==> config.mk <==
export PLATFORM = sky130hd
export DESIGN_NAME = channel_peak_direction_finder
export DESIGN_NICKNAME = d
export VERILOG_FILES = /design/src/sv/cpdf_pkg.sv /design/src/sv/cpdf_front.sv /design/src/sv/cpdf_queue.sv /design/src/sv/cpdf_back.sv /design/src/sv/channel_peak_direction_finder.sv
export VERILOG_INCLUDE_DIRS = /design/src /design/src/sv
export SDC_FILE = /design/constraint.sdc
export NUM_CORES = 1
export LEC_CHECK = 0
export BUFFER_PORTS_ARGS = -buffer_cell sky130_fd_sc_hd__buf_2
export CAP_MARGIN = 30
export CORE_UTILIZATION = 30
export CTS_CLUSTER_DIAMETER = 40
export DETAILED_ROUTE_END_ITERATION = 7
export GPL_ROUTABILITY_DRIVEN = 0
export PLACE_DENSITY = 0.45
export SLEW_MARGIN = 30
export SYNTH_ARGS = -nofsm -noshare
export SYNTH_HDL_FRONTEND = slang
export SYNTH_SLANG_ARGS = --single-unit
==> constraint.sdc <==
create_clock -name clk -period 11.5 [get_ports clk]
set_input_delay 0.575 -clock clk [delete_from_list [all_inputs] [get_ports clk]]
set_output_delay 0.575 -clock clk [all_outputs]
set_load 0.02 [all_outputs]
==> src/sv/channel_peak_direction_finder_defines.svh <==
// Assertion macros shared by the channel peak direction finder modules
`ifndef CHANNEL_PEAK_DIRECTION_FINDER_DEFINES_SVH
`define CHANNEL_PEAK_DIRECTION_FINDER_DEFINES_SVH

// Same-cycle implication, checked on clk, disabled in reset
`define CPDF_ASSERT_IMP(name, ante, cons, msg) \
    name: assert property (@(posedge clk) disable iff (!rst_n) (ante) |-> (cons)) \
        else $error(msg);

// Next-cycle implication, checked on clk, disabled in reset
`define CPDF_ASSERT_NEXT(name, ante, cons, msg) \
    name: assert property (@(posedge clk) disable iff (!rst_n) (ante) |=> (cons)) \
        else $error(msg);

`endif

==> src/sv/cpdf_pkg.sv <==
// Shared constants and types of the channel peak direction finder
`default_nettype none

package cpdf_pkg;

    localparam int CHANNELS_DEF = 16;
    localparam int SAMPLES_DEF  = 16;

    localparam int SAMPLE_W    = 12;
    localparam int CHAN_W      = 4;
    localparam int DEG_W       = 9;
    localparam int SAMPLE_MAX  = 4095;
    localparam int FULL_CIRCLE = 360;
    localparam int ADDR_CHANS  = 2 ** CHAN_W;

    localparam int QUEUE_DEPTH = 4;

    typedef struct packed {
        logic [SAMPLE_W-1:0] value;
        logic [CHAN_W-1:0]   channel;
        logic                hit;
        logic                last;
    } word_t;

endpackage

`default_nettype wire

==> src/sv/cpdf_front.sv <==
// Input stage: accept sample words, classify channel range, feed the queue
`default_nettype none

module cpdf_front #(
    parameter int CHANNELS = cpdf_pkg::CHANNELS_DEF
) (
    input  logic                          clk,
    input  logic                          rst_n,
    input  logic                          sample_valid,
    output logic                          sample_stall,
    input  logic [cpdf_pkg::SAMPLE_W-1:0] sample_value,
    input  logic [cpdf_pkg::CHAN_W-1:0]   channel,
    input  logic                          frame_last,
    output logic                          push_valid,
    output cpdf_pkg::word_t               push_word,
    input  logic                          queue_full
);

    logic            word_valid_reg;
    logic            word_valid_next;
    cpdf_pkg::word_t word_reg;
    logic            accept;
    logic            hit;

    assign sample_stall = word_valid_reg & queue_full;
    assign accept       = sample_valid & ~sample_stall;
    assign hit          = (int'(channel) < CHANNELS);
    assign push_valid   = word_valid_reg;
    assign push_word    = word_reg;

    always_comb
    begin
        if (accept)
        begin
            word_valid_next = 1'b1;
        end
        else if (!queue_full)
        begin
            word_valid_next = 1'b0;
        end
        else
        begin
            word_valid_next = word_valid_reg;
        end
    end

    always_ff @(posedge clk or negedge rst_n)
    begin
        if (!rst_n)
        begin
            word_valid_reg <= 1'b0;
        end
        else
        begin
            word_valid_reg <= word_valid_next;
        end
    end

    always_ff @(posedge clk)
    begin
        if (accept)
        begin
            word_reg.value   <= sample_value;
            word_reg.channel <= channel;
            word_reg.hit     <= hit;
            word_reg.last    <= frame_last;
        end
    end

endmodule

`default_nettype wire

==> src/sv/cpdf_queue.sv <==
// Short word queue between the input stage and the accumulate/scan engine
`default_nettype none
`include "channel_peak_direction_finder_defines.svh"

module cpdf_queue (
    input  logic            clk,
    input  logic            rst_n,
    input  logic            push_valid,
    input  cpdf_pkg::word_t push_word,
    output logic            full,
    input  logic            pop,
    output cpdf_pkg::word_t pop_word,
    output logic            empty
);

    localparam int DEPTH = cpdf_pkg::QUEUE_DEPTH;
    localparam int PTR_W = $clog2(DEPTH);
    localparam int CNT_W = $clog2(DEPTH + 1);

    cpdf_pkg::word_t   mem_reg [DEPTH];
    logic [PTR_W-1:0]  wr_ptr_reg;
    logic [PTR_W-1:0]  wr_ptr_next;
    logic [PTR_W-1:0]  rd_ptr_reg;
    logic [PTR_W-1:0]  rd_ptr_next;
    logic [CNT_W-1:0]  count_reg;
    logic [CNT_W-1:0]  count_next;
    logic              push_ok;
    logic              pop_ok;

    assign full     = (count_reg == CNT_W'(DEPTH));
    assign empty    = (count_reg == '0);
    assign push_ok  = push_valid & ~full;
    assign pop_ok   = pop & ~empty;
    assign pop_word = mem_reg[rd_ptr_reg];

    always_comb
    begin
        wr_ptr_next = wr_ptr_reg;
        rd_ptr_next = rd_ptr_reg;
        count_next  = count_reg;
        if (push_ok)
        begin
            wr_ptr_next = (wr_ptr_reg == PTR_W'(DEPTH - 1)) ? '0 : wr_ptr_reg + 1'b1;
        end
        if (pop_ok)
        begin
            rd_ptr_next = (rd_ptr_reg == PTR_W'(DEPTH - 1)) ? '0 : rd_ptr_reg + 1'b1;
        end
        if (push_ok && !pop_ok)
        begin
            count_next = count_reg + 1'b1;
        end
        else if (pop_ok && !push_ok)
        begin
            count_next = count_reg - 1'b1;
        end
    end

    always_ff @(posedge clk or negedge rst_n)
    begin
        if (!rst_n)
        begin
            wr_ptr_reg <= '0;
            rd_ptr_reg <= '0;
            count_reg  <= '0;
        end
        else
        begin
            wr_ptr_reg <= wr_ptr_next;
            rd_ptr_reg <= rd_ptr_next;
            count_reg  <= count_next;
        end
    end

    always_ff @(posedge clk)
    begin
        if (push_ok)
        begin
            mem_reg[wr_ptr_reg] <= push_word;
        end
    end

    `CPDF_ASSERT_IMP(a_no_pop_empty, pop, !empty, "queue popped while empty")
    `CPDF_ASSERT_NEXT(a_count_tracks, push_ok && !pop_ok, !empty, "push lost in queue")

endmodule

`default_nettype wire

==> src/sv/cpdf_back.sv <==
// Accumulate engine, end-of-frame peak scan and result register
`default_nettype none
`include "channel_peak_direction_finder_defines.svh"

module cpdf_back #(
    parameter int CHANNELS = cpdf_pkg::CHANNELS_DEF,
    parameter int SAMPLES  = cpdf_pkg::SAMPLES_DEF
) (
    input  logic                          clk,
    input  logic                          rst_n,
    input  logic                          queue_empty,
    input  cpdf_pkg::word_t               pop_word,
    output logic                          pop,
    output logic                          result_valid,
    input  logic                          result_stall,
    output logic [cpdf_pkg::DEG_W-1:0]    direction_deg,
    output logic [cpdf_pkg::CHAN_W-1:0]   peak_channel,
    output logic [cpdf_pkg::SAMPLE_W-1:0] peak_average
);

    localparam int NCH       = (CHANNELS < cpdf_pkg::ADDR_CHANS) ? CHANNELS
                                                                 : cpdf_pkg::ADDR_CHANS;
    localparam int IDX_W     = $clog2(NCH);
    localparam int ACC_LIMIT = SAMPLES * cpdf_pkg::SAMPLE_MAX;
    localparam int ACC_W     = $clog2(ACC_LIMIT + 1);
    localparam int LOG_S     = $clog2(SAMPLES);
    localparam int SH        = ACC_W + LOG_S;
    localparam int RECIP_W   = ACC_W + 1;
    localparam int PROD_W    = ACC_W + RECIP_W;
    localparam longint unsigned RECIP =
        ((64'd1 << SH) + 64'(SAMPLES) - 64'd1) / 64'(SAMPLES);
    localparam int DEG_STEP  = cpdf_pkg::FULL_CIRCLE / CHANNELS;
    localparam int HEAD_W    = cpdf_pkg::CHAN_W + cpdf_pkg::DEG_W;

    typedef enum logic [4:0] {
        S_IDLE = 5'b00001,
        S_RD   = 5'b00010,
        S_MUL  = 5'b00100,
        S_CMP  = 5'b01000,
        S_EMIT = 5'b10000
    } state_t;

    state_t                        state_reg;
    state_t                        state_next;
    logic [ACC_W-1:0]              acc_reg [NCH];
    logic [IDX_W-1:0]              idx_reg;
    logic [IDX_W-1:0]              idx_next;
    logic [ACC_W-1:0]              acc_rd_reg;
    logic [cpdf_pkg::SAMPLE_W-1:0] avg_reg;
    logic [cpdf_pkg::SAMPLE_W-1:0] best_avg_reg;
    logic [cpdf_pkg::SAMPLE_W-1:0] best_avg_next;
    logic [IDX_W-1:0]              best_idx_reg;
    logic [IDX_W-1:0]              best_idx_next;
    logic                          out_valid_reg;
    logic                          out_valid_next;
    logic [cpdf_pkg::DEG_W-1:0]    deg_reg;
    logic [cpdf_pkg::CHAN_W-1:0]   peak_ch_reg;
    logic [cpdf_pkg::SAMPLE_W-1:0] peak_avg_reg;
    logic [IDX_W-1:0]              wr_idx;
    logic [ACC_W:0]                sum;
    logic [ACC_W-1:0]              sum_sat;
    logic [PROD_W-1:0]             prod;
    logic [HEAD_W-1:0]             heading;
    logic                          acc_write;
    logic                          load;

    assign pop        = (state_reg == S_IDLE) && !queue_empty;
    assign acc_write  = pop && pop_word.hit;
    assign wr_idx     = pop_word.hit ? pop_word.channel[IDX_W-1:0] : '0;
    assign sum        = {1'b0, acc_reg[wr_idx]} + (ACC_W + 1)'(pop_word.value);
    assign sum_sat    = (sum > (ACC_W + 1)'(ACC_LIMIT)) ? ACC_W'(ACC_LIMIT) : sum[ACC_W-1:0];
    assign prod       = PROD_W'(acc_rd_reg) * PROD_W'(RECIP_W'(RECIP));
    assign heading    = HEAD_W'(best_idx_reg) * HEAD_W'(DEG_STEP);
    assign load       = (state_reg == S_EMIT) && (!out_valid_reg || !result_stall);

    assign result_valid  = out_valid_reg;
    assign direction_deg = deg_reg;
    assign peak_channel  = peak_ch_reg;
    assign peak_average  = peak_avg_reg;

    always_comb
    begin
        state_next    = state_reg;
        idx_next      = idx_reg;
        best_avg_next = best_avg_reg;
        best_idx_next = best_idx_reg;
        case (state_reg)
            S_IDLE:
            begin
                if (pop && pop_word.last)
                begin
                    idx_next      = '0;
                    best_avg_next = '0;
                    best_idx_next = '0;
                    state_next    = S_RD;
                end
            end
            S_RD:
            begin
                state_next = S_MUL;
            end
            S_MUL:
            begin
                state_next = S_CMP;
            end
            S_CMP:
            begin
                if (avg_reg > best_avg_reg)
                begin
                    best_avg_next = avg_reg;
                    best_idx_next = idx_reg;
                end
                if (idx_reg == IDX_W'(NCH - 1))
                begin
                    state_next = S_EMIT;
                end
                else
                begin
                    idx_next   = idx_reg + 1'b1;
                    state_next = S_RD;
                end
            end
            S_EMIT:
            begin
                if (load)
                begin
                    state_next = S_IDLE;
                end
            end
            default:
            begin
                state_next = S_IDLE;
            end
        endcase
    end

    always_comb
    begin
        out_valid_next = out_valid_reg;
        if (load)
        begin
            out_valid_next = 1'b1;
        end
        else if (!result_stall)
        begin
            out_valid_next = 1'b0;
        end
    end

    always_ff @(posedge clk or negedge rst_n)
    begin
        if (!rst_n)
        begin
            state_reg     <= S_IDLE;
            out_valid_reg <= 1'b0;
            for (int i = 0; i < NCH; i++)
            begin
                acc_reg[i] <= '0;
            end
        end
        else
        begin
            state_reg     <= state_next;
            out_valid_reg <= out_valid_next;
            if (load)
            begin
                for (int i = 0; i < NCH; i++)
                begin
                    acc_reg[i] <= '0;
                end
            end
            else if (acc_write)
            begin
                acc_reg[wr_idx] <= sum_sat;
            end
        end
    end

    always_ff @(posedge clk)
    begin
        idx_reg      <= idx_next;
        best_avg_reg <= best_avg_next;
        best_idx_reg <= best_idx_next;
        if (state_reg == S_RD)
        begin
            acc_rd_reg <= acc_reg[idx_reg];
        end
        if (state_reg == S_MUL)
        begin
            avg_reg <= prod[SH +: cpdf_pkg::SAMPLE_W];
        end
        if (load)
        begin
            deg_reg      <= heading[cpdf_pkg::DEG_W-1:0];
            peak_ch_reg  <= cpdf_pkg::CHAN_W'(best_idx_reg);
            peak_avg_reg <= best_avg_reg;
        end
    end

    `CPDF_ASSERT_IMP(a_pop_idle, pop, state_reg == S_IDLE, "word taken during frame scan")
    `CPDF_ASSERT_IMP(a_no_overwrite, load, !out_valid_reg || !result_stall,
                     "pending result overwritten")
    `CPDF_ASSERT_NEXT(a_clear_after_emit, load, acc_reg[0] == '0,
                      "accumulators not cleared after result")

endmodule

`default_nettype wire

==> src/sv/channel_peak_direction_finder.sv <==
// Top level of the channel peak direction finder
//
//  word    | direction | fields                                   | handshake
//  --------+-----------+------------------------------------------+--------------------------
//  sample  | in        | sample_value, channel, frame_last        | sample_valid/sample_stall
//  result  | out       | direction_deg, peak_channel, peak_average | result_valid/result_stall
//
// A sample word passes the input register and the queue and is added into its channel
// accumulator in the cycle it leaves the queue, one word per cycle while the scan is idle.
// A frame_last word then starts a scan (read, reciprocal multiply, compare) over each of
// the min(CHANNELS, 16) channel accumulators in turn, then a load of the result register.
// Words are still taken during the scan until the queue and the input register are full.
// Reset clears accumulators, queue and result_valid; a stalled result holds up the next.
`default_nettype none

module channel_peak_direction_finder #(
    parameter int CHANNELS = cpdf_pkg::CHANNELS_DEF,
    parameter int SAMPLES  = cpdf_pkg::SAMPLES_DEF
) (
    input  logic                          clk,
    input  logic                          rst_n,
    input  logic                          sample_valid,
    output logic                          sample_stall,
    input  logic [cpdf_pkg::SAMPLE_W-1:0] sample_value,
    input  logic [cpdf_pkg::CHAN_W-1:0]   channel,
    input  logic                          frame_last,
    output logic                          result_valid,
    input  logic                          result_stall,
    output logic [cpdf_pkg::DEG_W-1:0]    direction_deg,
    output logic [cpdf_pkg::CHAN_W-1:0]   peak_channel,
    output logic [cpdf_pkg::SAMPLE_W-1:0] peak_average
);

    logic            push_valid;
    cpdf_pkg::word_t push_word;
    logic            queue_full;
    logic            queue_empty;
    logic            pop;
    cpdf_pkg::word_t pop_word;

    cpdf_front #(
        .CHANNELS (CHANNELS)
    ) u_front (
        .clk          (clk),
        .rst_n        (rst_n),
        .sample_valid (sample_valid),
        .sample_stall (sample_stall),
        .sample_value (sample_value),
        .channel      (channel),
        .frame_last   (frame_last),
        .push_valid   (push_valid),
        .push_word    (push_word),
        .queue_full   (queue_full)
    );

    cpdf_queue u_queue (
        .clk        (clk),
        .rst_n      (rst_n),
        .push_valid (push_valid),
        .push_word  (push_word),
        .full       (queue_full),
        .pop        (pop),
        .pop_word   (pop_word),
        .empty      (queue_empty)
    );

    cpdf_back #(
        .CHANNELS (CHANNELS),
        .SAMPLES  (SAMPLES)
    ) u_back (
        .clk           (clk),
        .rst_n         (rst_n),
        .queue_empty   (queue_empty),
        .pop_word      (pop_word),
        .pop           (pop),
        .result_valid  (result_valid),
        .result_stall  (result_stall),
        .direction_deg (direction_deg),
        .peak_channel  (peak_channel),
        .peak_average  (peak_average)
    );

endmodule

`default_nettype wire
==> flow_metrics.py <==
metrics = {
    "run_status": {
        "status": "complete, no violations",
    },
    "detailed_routing": {
        "viasPerCell": 5.26,
        "first_pass_iters": 4,
        "drc": 0,
        "drt_iter0_drc": 885,
        "ant_nets": 0,
        "routed_wl_um": 56100,
        "vias": 13500,
        "wl_per_cell_um": 21.9,
    },
    "sta": {
        "holdWs_ns": 0.130,
        "final_hold_viol_count": 0,
        "setup-violations-final": 0,
        "finalCriticalPeriod_ns": 6.67,
        "final.setup_skew_ns": 0.0310,
        "fmax_mhz": 150,
        "period_share_pct": 58.0,
        "fin_setup_tns_ns": 0,
        "worstMarginPinSlew_ns": 1.05,
        "relSlewSlack_pct": 29.7,
        "rsz0062_at_grt": "no",
        "slew_viol_final": 0,
    },
    "floorplanning": {
        "row_count": 95,
        "core_mm2": 0.0673,
        "io_pins": 48,
        "die_w_um": 263,
        "start_util_pct": 30.4,
        "dieHeight_um": 263,
        "die_area_mm2": 0.0692,
    },
    "setup_path": {
        "crit_fanout": 52,
        "start_kind": "register",
        "critical_path_arrival_ns": 7.14,
        "end_kind": "register",
        "crit_type": "reg2reg",
        "crit_required_ns": 11.97,
    },
    "yosys": {
        "synthesis.nets": 1678,
        "yosys_warnings": 0,
        "synth.top_cell.area_share_pct": 32.9,
        "yosysTopAreaCell": "dfrtp_1",
        "seq_area_frac_synth_pct": 55.4,
        "syn_avg_cell_area_um2": 12.7,
        "async_flop_share_pct": 64.0,
        "synth-edff-count": 152,
        "synthDistinctLibCells": 66,
        "synth_area_mm2": 0.0204,
        "syn_inst": 1610,
        "synthTopCellsByArea": "dfrtp_1 33%, edfxtp_1 22%, mux4_2 14%",
        "synth-seq-cells": 422,
        "ys.flop_type": "dfrtp_1",
    },
    "grt": {
        "met1_usage_pct": 22.4,
        "use_met3_pct": 3.37,
        "grt_max_degree": 201,
        "grt_pass1_vias": 13800,
        "met2_usage_pct": 25.9,
        "grt_usage_pct": 16.5,
        "antenna_found_initial": 4,
        "grt_busiest_layer": "met2",
        "grt-ovfl-total": 0,
        "grt_first_pass_wirelength_um": 86700,
    },
    "finish": {
        "largest_register_ffs": 256,
        "final_common_cell": "nand3_1",
        "drive_above_1_share_pct": 22.6,
        "syn2layout_area_growth_pct": 18.2,
        "layout.cells.non_filler": 2558,
        "nNetsFinal": 1695,
        "layout_common_cells": "270 x nand3_1, 269 x dfrtp_1, 152 x edfxtp_1",
    },
    "cts": {
        "ctsLongestPathBuffers": 3,
        "cts_buffers": 78,
        "clock-sinks": 422,
        "post_cts_buffers": 0,
        "ctsResizeCount": 0,
        "cts-root-buf": "clkbuf_16",
        "cts_tree": "built",
        "htree_levels": 3,
        "clk_pin_slew_ns": 0.06,
        "clkLatencyLatePin_ns": 0.63,
        "hold_buffers": 1,
    },
    "flow_run": {
        "drv_cap": 0,
    },
    "placement": {
        "dp.cells": 2417,
        "io_buffers": 46,
        "post-dp-hpwl_um": 33600,
    },
    "worst_hold_path": {
        "hold_path_class": "in2reg",
    },
}
[final cells by class]
type	count	area, µm²
Clock buffer	95	2060
Inverter	19	71.3
Multi-Input combinational cell	1023	8500
Tap cell	873	1090
Clock inverter	42	546
Timing Repair Buffer	83	563
Sequential cell	422	11300
Antenna cell	1	2.50
Fill cell	6563	43100
[critical path, stage by stage, from the launching register on]
cell and delay, ns:
dfrtp_1 0.31, buf_4 0.35, mux4_4 0.92, buf_6 0.69, mux4_2 0.59, a211oi_1 0.24, a21oi_1 0.07, ha_1 0.25
fa_1 0.42, a21o_1 0.21, a221oi_2 0.47, nand3_1 0.15, a41oi_1 0.39, nor3_2 0.13, nor2b_1 0.37, a31oi_4 0.28
nor2_4 0.51, o31ai_1 0.13
[metal layers]
layer  wire, µm  up-vias  share of wire (%)
met5         13        -              0.023
met4       1710        2                3.1
met3       2510      102                4.5
met2      26100      311                 47
met1      25700     6826                 46
li1           -     6216                  -
[path summary, 6_finish.rpt]
path | startpoint | endpoint | slack (ns) | cells past startpoint
min in group asynchronous | rst_n | u_back.acc_reg[210] | 0.46 | 2
min reg2reg | u_back.acc_rd_reg[13] | u_back.avg_reg[9] | 0.41 | 0
min | sample_value[8] | u_front.push_word[14] | 0.13 | 1
max | u_queue.rd_ptr_reg[0] | u_back.acc_reg[67] | 4.83 | 17
max reg2reg | u_queue.rd_ptr_reg[0] | u_back.acc_reg[67] | 4.83 | 17
max in group asynchronous | rst_n | u_back.acc_reg[92] | 9.89 | 3
[cells in the mapped netlist (3+ instances only)]
master	number
buf_4	7
nor2b_1	23
inv_1	19
o31ai_2	10
nor3_2	3
o21ai_1	131
edfxtp_1	152
buf_6	4
ha_1	44
o21a_1	3
nor2_1	24
nand2_1	29
nand4_1	5
o31ai_1	8
clkbuf_1	101
o22ai_1	14
a211oi_1	14
nor3_1	12
fa_1	3
mux4_2	125
nand3_1	271
and2_1	24
mux2i_1	47
xnor2_1	7
buf_1	14
and3_1	4
dfrtp_1	269
nand2b_1	9
a21oi_1	25
o21ai_0	123
xor2_1	9
o21ai_4	3
a21o_1	13
buf_2	20
[per-stage QoR]
step	util, %	setup slack [ns]	instance area, µm²
after global placement	31.8	4.22	21400
after CTS	35.8	4.66	24100
after detailed placement	31.9	4.65	21500
after global routing	35.9	4.20	24100
after floorplan	-	6.15	20400
final	35.9	4.83	24100
[cell families after synthesis]
logic type	synth area share [%]
flops	55.4
simple gates	10.7
compound gates	10.6
mux	16.2
buf+inv	3.43
fa+ha+maj	2.99
xor+xnor	0.686
other cells	0.0184
Power is not shown: default switching activity piles up to over one toggle a cycle in this logic, so the estimate is an artifact.
